`config.mk`:
```
export PLATFORM = sky130hd
export DESIGN_NAME = text_bitvector_number_parser_flat
export DESIGN_NICKNAME = d
export VERILOG_FILES = /design/src/design/tbnp_pkg.sv /design/src/design/tbnp_char_if.sv /design/src/design/tbnp_res_if.sv /design/src/design/tbnp_cfg_if.sv /design/src/design/text_bitvector_number_parser.sv /design/src/design/tbnp_step.sv /design/src/flat_wrapper.sv
export SDC_FILE = /design/constraint.sdc
export NUM_CORES = 1
export LEC_CHECK = 0
export BUFFER_PORTS_ARGS = -buffer_cell sky130_fd_sc_hd__buf_2
export CAP_MARGIN = 20
export CORE_MARGIN = 2
export CORE_UTILIZATION = 30
export CTS_CLUSTER_DIAMETER = 200
export DETAILED_ROUTE_END_ITERATION = 12
export GPL_TIMING_DRIVEN = 1
export SLEW_MARGIN = 10
export SYNTH_ARGS = -nofsm -noshare
export SYNTH_HDL_FRONTEND = slang
export SYNTH_HIERARCHICAL = 1
export SYNTH_SLANG_ARGS = --single-unit
```
`constraint.sdc`:
```
create_clock -name i_clk -period 22.6 [get_ports i_clk]
set_input_delay 4.52 -clock i_clk [delete_from_list [all_inputs] [get_ports i_clk]]
set_output_delay 4.52 -clock i_clk [all_outputs]
set_load 0.02 [all_outputs]
```
`src/design/tbnp_pkg.sv`:
```
`timescale 1ns / 1ps

package tbnp_pkg;

    localparam int unsigned WORD_W = 32;

    localparam logic [7:0] CH_PIPE    = 8'h7C;  // '|'
    localparam logic [7:0] CH_AMP     = 8'h26;  // '&'
    localparam logic [7:0] CH_PLUS    = 8'h2B;  // '+'
    localparam logic [7:0] CH_MINUS   = 8'h2D;  // '-'
    localparam logic [7:0] CH_ZERO    = 8'h30;
    localparam logic [7:0] CH_NINE    = 8'h39;
    localparam logic [7:0] CH_UPPER_A = 8'h41;
    localparam logic [7:0] CH_UPPER_Z = 8'h5A;
    localparam logic [7:0] CH_LOWER_A = 8'h61;
    localparam logic [7:0] CH_LOWER_Z = 8'h7A;
    localparam logic [7:0] CH_SPACE   = 8'h20;
    localparam logic [7:0] CH_TAB     = 8'h09;
    localparam logic [7:0] CH_CR      = 8'h0D;

    // weight of 'a'; 'a'..'f' fit in the word, later lower-case letters add nothing
    localparam logic [WORD_W-1:0] LOWER_BASE = 32'd67108864;
    localparam logic [7:0]        LOWER_FIT  = 8'd6;

    typedef enum logic [2:0] {
        PH_IDLE    = 3'd0,
        PH_TERM    = 3'd1,
        PH_SIGN    = 3'd2,
        PH_LETTERS = 3'd3,
        PH_DIGITS  = 3'd4
    } t_phase;

    typedef struct packed {
        t_phase              phase;
        logic                term_negative;
        logic [WORD_W-1:0]   term_value;
        logic [WORD_W-1:0]   chain_sum;
        logic [WORD_W-1:0]   low_word;
        logic                in_high_word;
        logic                letters_allowed_now;
    } t_state;

    typedef struct packed {
        logic [2*WORD_W-1:0] value;
        logic                status;
        logic [7:0]          terminator;
        logic                high_word_present;
    } t_result;

    localparam t_state ST_IDLE = '{
        phase:               PH_IDLE,
        term_negative:       1'b0,
        term_value:          '0,
        chain_sum:           '0,
        low_word:            '0,
        in_high_word:        1'b0,
        letters_allowed_now: 1'b0
    };

    function automatic logic is_ws(input logic [7:0] c);
        return (c == CH_SPACE) || (c >= CH_TAB && c <= CH_CR);
    endfunction

    function automatic logic is_digit(input logic [7:0] c);
        return (c >= CH_ZERO) && (c <= CH_NINE);
    endfunction

    function automatic logic is_upper(input logic [7:0] c);
        return (c >= CH_UPPER_A) && (c <= CH_UPPER_Z);
    endfunction

    function automatic logic is_lower(input logic [7:0] c);
        return (c >= CH_LOWER_A) && (c <= CH_LOWER_Z);
    endfunction

    function automatic logic is_letter(input logic [7:0] c);
        return is_upper(c) || is_lower(c);
    endfunction

    function automatic logic [WORD_W-1:0] digit_val(input logic [7:0] c);
        logic [7:0] d;
        d = c - CH_ZERO;
        return {{(WORD_W-8){1'b0}}, d};
    endfunction

    function automatic logic [WORD_W-1:0] letter_weight(input logic [7:0] c);
        logic [7:0]        sh;
        logic [WORD_W-1:0] w;
        sh = 8'd0;
        w  = '0;
        if (is_upper(c)) begin
            sh = c - CH_UPPER_A;
            w  = {{(WORD_W-1){1'b0}}, 1'b1} << sh[4:0];
        end else if (is_lower(c)) begin
            sh = c - CH_LOWER_A;
            if (sh < LOWER_FIT) begin
                w = LOWER_BASE << sh[2:0];
            end
        end
        return w;
    endfunction

endpackage

```
`src/design/tbnp_char_if.sv`:
```
`timescale 1ns / 1ps

interface tbnp_char_if;
    logic       valid;
    logic       ready;
    logic [7:0] char_in;

    modport source (output valid, output char_in, input ready);
    modport sink   (input valid, input char_in, output ready);
endinterface

```
`src/design/tbnp_res_if.sv`:
```
`timescale 1ns / 1ps

interface tbnp_res_if;
    logic        valid;
    logic        ready;
    logic [63:0] value;
    logic        status;
    logic [7:0]  terminator;
    logic        high_word_present;

    modport source (output valid, output value, output status, output terminator,
                    output high_word_present, input ready);
    modport sink   (input valid, input value, input status, input terminator,
                    input high_word_present, output ready);
endinterface

```
`src/design/tbnp_cfg_if.sv`:
```
`timescale 1ns / 1ps

interface tbnp_cfg_if;
    logic valid;
    logic ready;
    logic flag_letters_enabled;

    modport source (output valid, output flag_letters_enabled, input ready);
    modport sink   (input valid, input flag_letters_enabled, output ready);
endinterface

```
`src/design/text_bitvector_number_parser.sv`:
```
`timescale 1ns / 1ps
// A token's result passes from the input register through the step logic into the result register.
// Throughput: one character per cycle unless a held result blocks stage two; the parser state is
// updated by a single registered step between the input register and the result register.
// Reset (i_rst_n low, synchronous): parser idle, pipeline empty, flag letters disabled.
module text_bitvector_number_parser (
    input  logic         i_clk,
    input  logic         i_rst_n,
    tbnp_cfg_if.sink     i_cfg,
    tbnp_char_if.sink    i_char,
    tbnp_res_if.source   o_res
);

    logic              r_flag;
    logic              r_in_valid;
    logic [7:0]        r_char;
    tbnp_pkg::t_state  r_state;
    logic              r_out_valid;
    tbnp_pkg::t_result r_res;

    tbnp_pkg::t_state  n_state;
    tbnp_pkg::t_result n_res;
    logic              step_emit;
    logic              adv;

    // stage two moves when the result register is free or being drained
    assign adv          = !r_out_valid || o_res.ready;
    assign i_char.ready = !r_in_valid || adv;
    assign i_cfg.ready  = 1'b1;

    tbnp_step u_step (
        .i_state  (r_state),
        .i_char   (r_char),
        .i_flag   (r_flag),
        .o_state  (n_state),
        .o_emit   (step_emit),
        .o_result (n_res)
    );

    always_ff @(posedge i_clk) begin
        if (!i_rst_n) begin
            r_flag      <= 1'b0;
            r_in_valid  <= 1'b0;
            r_out_valid <= 1'b0;
            r_state     <= tbnp_pkg::ST_IDLE;
        end else begin
            if (i_cfg.valid) begin
                r_flag <= i_cfg.flag_letters_enabled;
            end
            if (i_char.ready) begin
                r_in_valid <= i_char.valid;
            end
            if (adv) begin
                r_out_valid <= r_in_valid && step_emit;
                if (r_in_valid) begin
                    r_state <= n_state;
                end
            end
        end
    end

    always_ff @(posedge i_clk) begin
        if (i_char.ready && i_char.valid) begin
            r_char <= i_char.char_in;
        end
        if (adv && r_in_valid && step_emit) begin
            r_res <= n_res;
        end
    end

    assign o_res.valid             = r_out_valid;
    assign o_res.value             = r_res.value;
    assign o_res.status            = r_res.status;
    assign o_res.terminator        = r_res.terminator;
    assign o_res.high_word_present = r_res.high_word_present;

    a_err_zero: assert property (@(posedge i_clk) disable iff (!i_rst_n)
        r_out_valid && r_res.status |-> (r_res.value == 64'd0) && !r_res.high_word_present)
        else $error("error beat carries a value");

    a_no_high: assert property (@(posedge i_clk) disable iff (!i_rst_n)
        r_out_valid && !r_res.high_word_present |-> (r_res.value[63:32] == 32'd0))
        else $error("high word set without a second number");

    a_idle_clean: assert property (@(posedge i_clk) disable iff (!i_rst_n)
        r_state.phase == tbnp_pkg::PH_IDLE |-> !r_state.in_high_word &&
            (r_state.chain_sum == 32'd0) && (r_state.low_word == 32'd0))
        else $error("idle parser holds partial token");

    a_stall_cause: assert property (@(posedge i_clk) disable iff (!i_rst_n)
        !i_char.ready |-> r_in_valid && r_out_valid && !o_res.ready)
        else $error("input stalled without a blocked result");

endmodule

```
`src/design/tbnp_step.sv`:
```
`timescale 1ns / 1ps

// One character's worth of parser update: next state and an optional result.
module tbnp_step (
    input  tbnp_pkg::t_state  i_state,
    input  logic [7:0]        i_char,
    input  logic              i_flag,
    output tbnp_pkg::t_state  o_state,
    output logic              o_emit,
    output tbnp_pkg::t_result o_result
);

    tbnp_pkg::t_state  cur;
    tbnp_pkg::t_state  nx;
    tbnp_pkg::t_result res;
    logic              emit;
    logic              body;
    logic              finish;
    logic              err;
    logic [31:0]       num;
    logic [31:0]       sum;
    logic [31:0]       dig;
    logic [31:0]       wgt;
    logic              c_ws;
    logic              c_dig;
    logic              c_let;
    logic              c_sign;

    always_comb begin
        c_ws   = tbnp_pkg::is_ws(i_char);
        c_dig  = tbnp_pkg::is_digit(i_char);
        c_let  = tbnp_pkg::is_letter(i_char);
        c_sign = (i_char == tbnp_pkg::CH_PLUS) || (i_char == tbnp_pkg::CH_MINUS);
        dig    = tbnp_pkg::digit_val(i_char);
        wgt    = tbnp_pkg::letter_weight(i_char);

        // unknown phase codes behave as a fresh idle parser
        cur = i_state;
        case (i_state.phase)
            tbnp_pkg::PH_IDLE, tbnp_pkg::PH_TERM, tbnp_pkg::PH_SIGN,
            tbnp_pkg::PH_LETTERS, tbnp_pkg::PH_DIGITS: cur = i_state;
            default: cur = tbnp_pkg::ST_IDLE;
        endcase

        nx     = cur;
        emit   = 1'b0;
        body   = 1'b0;
        finish = 1'b0;
        err    = 1'b0;
        num    = '0;
        sum    = '0;
        res    = '0;
        res.terminator = i_char;

        case (cur.phase)
            tbnp_pkg::PH_IDLE, tbnp_pkg::PH_TERM: begin
                if (!c_ws) begin
                    if (cur.phase == tbnp_pkg::PH_IDLE) begin
                        nx = tbnp_pkg::ST_IDLE;
                        nx.letters_allowed_now = i_flag;
                    end
                    nx.term_negative = 1'b0;
                    nx.term_value    = '0;
                    if (c_sign) begin
                        nx.term_negative = (i_char == tbnp_pkg::CH_MINUS);
                        nx.phase         = tbnp_pkg::PH_SIGN;
                    end else begin
                        body = 1'b1;
                    end
                end
            end
            tbnp_pkg::PH_SIGN: begin
                body = 1'b1;
            end
            tbnp_pkg::PH_LETTERS: begin
                if (c_let) begin
                    nx.term_value = cur.term_value + wgt;
                end else if (c_dig) begin
                    nx.term_value = (cur.term_value << 3) + (cur.term_value << 1) + dig;
                    nx.phase      = tbnp_pkg::PH_DIGITS;
                end else begin
                    finish = 1'b1;
                end
            end
            tbnp_pkg::PH_DIGITS: begin
                if (c_dig) begin
                    nx.term_value = (cur.term_value << 3) + (cur.term_value << 1) + dig;
                end else begin
                    finish = 1'b1;
                end
            end
            default: begin
                nx = tbnp_pkg::ST_IDLE;
            end
        endcase

        if (body) begin
            if (c_dig) begin
                nx.term_value = dig;
                nx.phase      = tbnp_pkg::PH_DIGITS;
            end else if (nx.letters_allowed_now && c_let) begin
                nx.term_value = wgt;
                nx.phase      = tbnp_pkg::PH_LETTERS;
            end else if (nx.letters_allowed_now) begin
                finish = 1'b1;
            end else begin
                err = 1'b1;
            end
        end

        if (finish) begin
            num = nx.term_negative ? (32'd0 - nx.term_value) : nx.term_value;
            sum = nx.chain_sum + num;
            nx.term_negative = 1'b0;
            nx.term_value    = '0;
            nx.chain_sum     = sum;
            if (i_char == tbnp_pkg::CH_PIPE) begin
                nx.letters_allowed_now = 1'b0;
                nx.phase               = tbnp_pkg::PH_TERM;
            end else if (!nx.in_high_word && i_char == tbnp_pkg::CH_AMP) begin
                nx.low_word            = sum;
                nx.chain_sum           = '0;
                nx.in_high_word        = 1'b1;
                nx.letters_allowed_now = i_flag;
                nx.phase               = tbnp_pkg::PH_TERM;
            end else begin
                emit = 1'b1;
                res.value = nx.in_high_word ? {sum, nx.low_word} : {32'd0, sum};
                res.high_word_present = nx.in_high_word;
                nx = tbnp_pkg::ST_IDLE;
                // terminator that can open a token starts the next one
                if (c_sign || c_dig || (c_let && i_flag)) begin
                    nx.letters_allowed_now = i_flag;
                    if (c_sign) begin
                        nx.term_negative = (i_char == tbnp_pkg::CH_MINUS);
                        nx.phase         = tbnp_pkg::PH_SIGN;
                    end else if (c_dig) begin
                        nx.term_value = dig;
                        nx.phase      = tbnp_pkg::PH_DIGITS;
                    end else begin
                        nx.term_value = wgt;
                        nx.phase      = tbnp_pkg::PH_LETTERS;
                    end
                end
            end
        end

        if (err) begin
            emit       = 1'b1;
            res.status = 1'b1;
            nx         = tbnp_pkg::ST_IDLE;
        end
    end

    assign o_state  = nx;
    assign o_emit   = emit;
    assign o_result = res;

endmodule
```
`src/flat_wrapper.sv`:
```
// flat-port wrapper written by rule: the top's interface ports become plain ports
module text_bitvector_number_parser_flat 
  (i_clk, i_rst_n, i_cfg_valid, i_cfg_flag_letters_enabled, i_cfg_ready, i_char_valid, i_char_char_in, i_char_ready, o_res_valid, o_res_value, o_res_status, o_res_terminator, o_res_high_word_present, o_res_ready);
  tbnp_cfg_if i_cfg_i ();
  tbnp_char_if i_char_i ();
  tbnp_res_if o_res_i ();
  input  logic i_clk;
  input  logic i_rst_n;
  input wire logic [$bits(i_cfg_i.valid)-1:0] i_cfg_valid;
  input wire logic [$bits(i_cfg_i.flag_letters_enabled)-1:0] i_cfg_flag_letters_enabled;
  output wire logic [$bits(i_cfg_i.ready)-1:0] i_cfg_ready;
  input wire logic [$bits(i_char_i.valid)-1:0] i_char_valid;
  input wire logic [$bits(i_char_i.char_in)-1:0] i_char_char_in;
  output wire logic [$bits(i_char_i.ready)-1:0] i_char_ready;
  output wire logic [$bits(o_res_i.valid)-1:0] o_res_valid;
  output wire logic [$bits(o_res_i.value)-1:0] o_res_value;
  output wire logic [$bits(o_res_i.status)-1:0] o_res_status;
  output wire logic [$bits(o_res_i.terminator)-1:0] o_res_terminator;
  output wire logic [$bits(o_res_i.high_word_present)-1:0] o_res_high_word_present;
  input wire logic [$bits(o_res_i.ready)-1:0] o_res_ready;
  assign i_cfg_i.valid = i_cfg_valid;
  assign i_cfg_i.flag_letters_enabled = i_cfg_flag_letters_enabled;
  assign i_cfg_ready = i_cfg_i.ready;
  assign i_char_i.valid = i_char_valid;
  assign i_char_i.char_in = i_char_char_in;
  assign i_char_ready = i_char_i.ready;
  assign o_res_valid = o_res_i.valid;
  assign o_res_value = o_res_i.value;
  assign o_res_status = o_res_i.status;
  assign o_res_terminator = o_res_i.terminator;
  assign o_res_high_word_present = o_res_i.high_word_present;
  assign o_res_i.ready = o_res_ready;
  text_bitvector_number_parser u_core (.i_clk(i_clk), .i_rst_n(i_rst_n), .i_cfg(i_cfg_i), .i_char(i_char_i), .o_res(o_res_i));
endmodule
```
==> results of run 1 <==
-- cells in the mapped netlist (52+ instances only) --
cell      count  area share [%]
a21oi_1     190             5.4
edfxtp_1     82              14
dfxtp_1     105              12
nand2_1     431             9.2
inv_1        52             1.1
ha_1        126             9.0
nor2_1      182             3.9
clkbuf_1    101             2.2
xnor2_1      78             3.9
and2_1       76             2.7
mux2i_1     108             6.1
o21ai_0      85             2.4
-- cells by family after synthesis --
| logic type | Yosys count |
|---|---|
| flops | 187 |
| compound gates | 597 |
| xor+xnor | 117 |
| mux | 110 |
| fa+ha+maj | 131 |
| buf+inv | 200 |
| simple gates | 914 |
| other cells | 1 |
-- sequential cells by signal, summed over array words and instances, names as in the netlist --
register,flops
u_core/o_res.status,1
u_core/r_flag,1
u_core/o_res.terminator,8
u_core/r_state,102
u_core/o_res.valid,1
u_core/o_res.value,64
u_core/r_char,8
u_core/o_res.high_word_present,1
u_core/r_in_valid,1
-- per-stage QoR --
| stage | total power, mW | area [µm²] | setup WS (ps) | utilization [%] |
|---|---|---|---|---|
| floorplan | 0.451 | 17600 | 13280 | - |
| global placement | 0.479 | 18500 | 12990 | 32.0 |
| detailed placement | 0.480 | 18500 | 12980 | 32.0 |
| CTS | 0.798 | 19100 | 12960 | 33.0 |
| global route | 0.817 | 19100 | 12040 | 33.0 |
| finish | 0.791 | 19100 | 12770 | 33.0 |
-- final cells by class --
type | instances | area, µm² | area share (%)
multi-input combinational | 1870 | 12100 | 63.4
sequential | 187 | 4560 | 23.8
tap | 765 | 957 | 5.00
timing repair buffer | 121 | 692 | 3.61
clock buffer | 19 | 443 | 2.31
inverter | 52 | 195 | 1.02
clock inverter | 13 | 155 | 0.811
-- layout by cell type, fill, tap and decap left out, drive strengths merged, types with 19 or more instances in the layout --
cell type / instances
a21oi: 191
and2: 76
dfxtp: 105
inv: 57
buf: 121
o21bai: 19
o21ai: 90
a22o: 29
ha: 126
a22oi: 29
nand2: 432
mux2i: 108
nor2: 184
xnor2: 79
o211ai: 22
and3: 32
edfxtp: 82
nand3: 46
clkbuf: 19
a21o: 37
xor2: 38
nor3: 43
-- worst register-to-register path, delay by kind of cell (launching register included) --
kind / cells / cell delay, ps
compound gates: 14 / 3730
xor+xnor: 4 / 810
fa+ha+maj: 3 / 1200
buf+inv: 2 / 310
flops: 1 / 600
simple gates: 12 / 2900
-- power breakdown --
group / switching, mW / internal (mW) / total, mW
logic: 0.0771 / 0.0318 / 0.109
registers: 0.00547 / 0.359 / 0.365
clock network: 0.157 / 0.160 / 0.317
total: 0.240 / 0.551 / 0.791
-- layer usage --
layer | vias to the layer above | GRT usage, % | wire [µm]
met5 | - | 0 | 0
met4 | 0 | 5.69 | 1460
met3 | 105 | 2.66 | 3870
met2 | 623 | 31.2 | 26700
met1 | 8147 | 25.9 | 26700
li1 | 8075 | - | -
-- worst min-delay path by stage --
stage,to,cells after the start,startpoint
floorplan,u_core/r_state[34],2,u_core/r_state[34]
global placement,u_core/r_state[76],2,u_core/r_state[76]
detailed placement,u_core/r_state[78],2,u_core/r_state[78]
CTS,u_core/r_state[73],2,u_core/r_state[73]
global route,u_core/r_state[75],2,u_core/r_state[75]
finish,u_core/r_state[34],2,u_core/r_state[34]
==> summary.md, run 1 <==
| Metric | Value |
|---|---|
| Nets | between 2,000 and 2,500 |
| Critical path required time | roughly 23,000 ps |
| DRT iter0 DRCs | approximately 1,500 |
| Simple-gate share of the synthesized area | roughly a quarter |
| Buf/Inv on CP | 2 |
| First-pass GRT wire length | a little over 90,000 µm |
| Clock Sinks | ~190 |
| Setup crit start | u_core/r_char[1] |
| Synth Register Bits | ~190 |
| Final critical-path share of the clock period | around 43% |
| H-tree levels | 4 |
| Most used flip-flop cell after synthesis | dfxtp_1 |
| Lkg Pwr | approximately 7.4 nW |
| Dpl hpwl | 42,900 µm |
| Largest net degree at the start of global routing | ~130 |
| Post-synthesis sequential area ratio | 25.9% |
| Mux share of post-synthesis cell area | approximately 6.3% |
| Final TNS setup | 0 ps |
| Initial Utilization | 30.4% |
| CTS root buf | clkbuf_16 |
| Grt total ovfl | 0 |
| Ant diodes | 0 |
| Syn Inst Count | around 2,300 |
| Die area | between 60,000 and 70,000 µm² |
| CTS hold repair buffers | 0 |
| Reg2reg setup slack | between 10,000 and 15,000 ps |
| Core Area | between 50,000 and 60,000 µm² |
| PortBufs | between 80 and 90 |
| Vias per inst | between 5 and 6 |
| I/O pins | 91 |
| Avg Synthesized Cell Area | slightly below 8 µm² |
| Yosys Warn Count | 6 |
| Hold WS | around 460 ps |
| Tightest Pin Transition | between 1000 and 1500 ps |
| Max Cap Viol | 0 |
| Synth cell types | between 100 and 150 |
| Wire length per cell | 19.4 µm |
| Number of setup buffers added after CTS | 0 |
| Resize count post-CTS | 0 |
| TritonCTS buffer count | 17 |
| TritonCTS clock tree | yes |
| Syn nets | between 2,000 and 2,500 |
| Post-DRT Antenna Nets | 0 |
| Non-filler cells, final | 3,027 |
| R2R Path End | u_core/o_res.value[31] |
| Setup-failing EPs final | 0 |
| Clk_skew | 26.8 ps |
| Slowest cell on the critical path | edfxtp_1 |
| Tot GR Track Use | between 10% and 20% |
| Peak Freq | ~100 MHz |
| Worst setup EP type | flop |
| Synth Area in Adders | roughly a tenth |
| Crit path max fanout | 14 |
| Vias in the first global route | between 15,000 and 20,000 |
| Largest family of logic cells by synthesized area | simple AND/OR/NAND/NOR gates |
| Xor/xnor share of the synthesized area | a little under 6% |
| EDFF count, synth | 82 |
| Die Ht | ~250 µm |
| Drc violations | 0 |
| RSZ-0062 raised after global routing | no |
| Cell Area, Synth | approximately 18,000 µm² |
| Ys async rst share | 0% |
| Maximum vdd drop | between 0.00005 and 0.00006 V |
| CTS Buffer Depth | 2 |
| Max incr delay on CP | roughly 600 ps |
| Area growth from synthesis to layout | 8.70% |
| Pre-antenna DRT Iters | 7 |
| Clock Latency Late Sink | 490 ps |
| CP Depth | 35 |
| FF-to-FF Start | u_core/r_char[1] |
| Worst Path Arrival | a little over 10,000 ps |
| Crit path max-delay family | compound AO/OA/AOI/OAI gates |
| Final Wtd Congestion | around 0.96 |
| Kind of critical path | flop to flop |
| Placed cells | between 2,000 and 3,000 |
| Vias | between 15,000 and 20,000 |
| Crit path capture | u_core/o_res.value[31] |
| Complex-gate fraction of the synthesized area | between 20% and 30% |
| Initial antenna violation count | 0 |
| CP startpoint kind | flop |
| Fin. max-slew vios | 0 |
| Hold crit path type | flop to flop |
| R2r worst-path depth | 35 |
| Row cnt | just under 90 |
| Share of cells above drive strength 1 | under 10% |
| P per Cell Area | just over 40 nW/µm² |
| Final hold violations | 0 |
| Worst-path clk slew | around 80 ps |
| Max_slew headroom | between 30% and 40% |
| Status | finished clean |
| Min cycle time layout | between 9000 and 10,000 ps |
| FILL cells | 6,149 |
| Die outline width | around 250 µm |
| Post-Route WL | approximately 59,000 µm |
(Power assumes the default switching activity.)
==> run 2, diff against run 1 <==
==> constraint.sdc (replaced) <==
create_clock -name i_clk -period 9.2 [get_ports i_clk]
set_input_delay 1.84 -clock i_clk [delete_from_list [all_inputs] [get_ports i_clk]]
set_output_delay 1.84 -clock i_clk [all_outputs]
set_load 0.02 [all_outputs]
==> summary.md, run 2 (same netlist as run 1, synthesis figures left out) <==
| Metric | Value |
|---|---|
| Sequential cell area | 4560 µm² (unchanged) |
| Ant diodes | 0 (unchanged) |
| Maximum vdd drop | 0.000130 V (was 0.0000522 V) |
| Biggest register | u_core/r_state (unchanged) |
| TritonCTS clock tree | yes (unchanged) |
| Vias per inst | 5.58 (was 5.60) |
| FF-to-FF Start | u_core/r_char[1] (unchanged) |
| H-tree levels | 4 (unchanged) |
| Die area | 60,600 µm² (unchanged) |
| Clock Latency Late Sink | 480 ps (was 490 ps) |
| Peak Freq | 115 MHz (was 102 MHz) |
| Clock Sinks | 187 (unchanged) |
| Die Ht | 246 µm (unchanged) |
| First-pass GRT wire length | 92,900 µm (was 91,200 µm) |
| Grt total ovfl | 0 (unchanged) |
| Tot GR Track Use | 19.6% (was 19.1%) |
| Fin. max-slew vios | 0 (unchanged) |
| CTS root buf | clkbuf_16 (unchanged) |
| Drc violations | 0 (unchanged) |
| Nets | 2,426 (was 2,393) |
| Status | finished clean (unchanged) |
| Setup crit start | u_core/r_char[1] (unchanged) |
| Core Area | 57,900 µm² (unchanged) |
| Setup-failing EPs final | 0 (unchanged) |
| Worst Path Arrival | 9050 ps (was 10,050 ps) |
| I/O pins | 91 (unchanged) |
| Post-Route WL | 60,600 µm (was 58,700 µm) |
| Kind of critical path | flop to flop (unchanged) |
| Worst setup EP type | flop (unchanged) |
| Die outline width | 246 µm (unchanged) |
| Tightest Pin Transition | 1030 ps (was 1000 ps) |
| Vias | 17,100 (was 17,000) |
| Max_slew headroom | 31.0% (was 32.4%) |
| Switching Fraction | 29.3% (was 30.3%) |
| Share of cells above drive strength 1 | 11.0% (was 9.33%) |
| Final hold violations | 0 (unchanged) |
| Max incr delay on CP | 530 ps (was 600 ps) |
| FILL cells | 6,080 (was 6,149) |
| Hold WS | 451 ps (was 456 ps) |
| Worst-path clk slew | 70 ps (was 80 ps) |
| Buf/Inv on CP | 2 (unchanged) |
| Multi-input gate area | 12,200 µm² (was 12,100 µm²) |
| Final TNS setup | 0 ps (unchanged) |
| Crit path max-delay family | simple AND/OR/NAND/NOR gates (was compound AO/OA/AOI/OAI gates) |
| Max Cap Viol | 0 (unchanged) |
| Initial antenna violation count | 1 (was 0) |
| Commonest non-fill, non-tap cell in the layout | nand2_1 (unchanged) |
| CP startpoint kind | flop (unchanged) |
| Vias in the first global route | 16,300 (was 16,000) |
| Final critical-path share of the clock period | 94.8% (was 43.5%) |
| Min cycle time layout | 8720 ps (was 9830 ps) |
| Clk pwr share | 40.2% (was 40.1%) |
| Crit path max fanout | 10 (was 14) |
| Initial Utilization | 30.4% (unchanged) |
| Final Wtd Congestion | 0.999 (was 0.957) |
| Critical path required time | 9520 ps (was 22,820 ps) |
| Proportion of power drawn by flip-flops and latches | 45.2% (was 46.1%) |
| PortBufs | 89 (unchanged) |
| Hold wc startpoint | u_core/r_state[87] (was u_core/r_state[34]) |
| Slowest cell on the critical path | or3_1 (was edfxtp_1) |
| Post-DRT Antenna Nets | 0 (unchanged) |
| P per Cell Area | 101 nW/µm² (was 41.3 nW/µm²) |
| Most frequent cells in the layout | nand2_1, a21oi_1, nor2_1, ha_1, mux2i_1 (unchanged) |
| Lkg Pwr | 7.57 nW (was 7.40 nW) |
| Max FFs per register | 102 (unchanged) |
| CTS Buffer Depth | 2 (unchanged) |
| P_sw | 577 µW (was 240 µW) |
| RSZ-0062 raised after global routing | no (unchanged) |
| CTS hold repair buffers | 0 (unchanged) |
| Dpl hpwl | 45,300 µm (was 42,900 µm) |
| Clk_skew | 19.6 ps (was 26.8 ps) |
| Largest net degree at the start of global routing | 145 (was 129) |
| TritonCTS buffer count | 17 (unchanged) |
| Combinational Power Share | 14.6% (was 13.8%) |
| Row cnt | 88 (unchanged) |
| Hold crit path type | flop to flop (unchanged) |
| Area growth from synthesis to layout | 10.4% (was 8.70%) |
| DRT iter0 DRCs | 1,518 (was 1,485) |
| Wire length per cell | 19.8 µm (was 19.4 µm) |
| P_int | 1.39 mW (was 551 µW) |
| Pre-antenna DRT Iters | 6 (was 7) |
run 2: changes by cell type in the layout (fill, tap and decap cells not counted), sizes merged:
cell and delta:
buf +33, clkinv -3, clkbuf +2, bufinv +1
run 2: area by class of cell:
class,count,share of cell area (%)
multi-input combinational,1870,62.7
sequential,187,23.5
tap,765,4.92
clock buffer,21,2.37
inverter,52,1.00
timing repair buffer,154,4.88
clock inverter,11,0.688
run 2: metrics by stage:
stage          setup slack, ps  instance area [µm²]  util [%]  power (mW)  std cells
6_report                   475                19400      33.6        1.97       3060
5_1_grt                   12.9                19400      33.6        2.04       3060
4_1_cts                    286                19400      33.5        1.98       3058
3_5_place_dp               318                18800      32.4        1.19       3026
3_3_place_gp               441                18800      32.4        1.19       3026
2_1_floorplan             1120                17600         -        1.11       2257
run 2: worst paths after layout:
path	to	slack, ps	cells past startpoint
setup reg to reg	u_core/r_state[33]	480	32
setup / recovery	u_core/r_state[33]	480	32
hold / removal	u_core/r_state[87]	450	2
hold reg to reg	u_core/r_state[87]	450	2
run 2: what timing repair did:
action                                  CTS  global route
gates resized for setup                   0            14
endpoints found under the setup margin    0            26
setup buffers                             0             1
run 2: routing by layer:
layer / GRT usage (%) / routed length (µm) / vias up
met1: 26.4 / 27700 / 8240
met3: 3.54 / 4280 / 80
met4: 5.71 / 1440 / 2
li1: - / - / 8162
met5: 0 / 8 / -
met2: 31.6 / 27100 / 595
run 2: worst reg2reg max path, delay by kind of cell, from the launching register on:
family	cells	cell delay, ps
DFF	1	450
xor gates and xnor gates	4	900
muxes	1	80
adders and majority gates	3	930
AOI/OAI and AO/OA	10	2390
and+or+nand+nor	12	3460
buffers and inverters	2	340
run 2: power by group through the flow:
stage | combinational (mW) | clock [mW] | sequential, mW
after floorplan | 0.180 | 0 | 0.927
after global placement | 0.278 | 0 | 0.909
after global routing | 0.306 | 0.838 | 0.892
after CTS | 0.280 | 0.813 | 0.891
final | 0.286 | 0.791 | 0.891
after detailed placement | 0.279 | 0 | 0.910
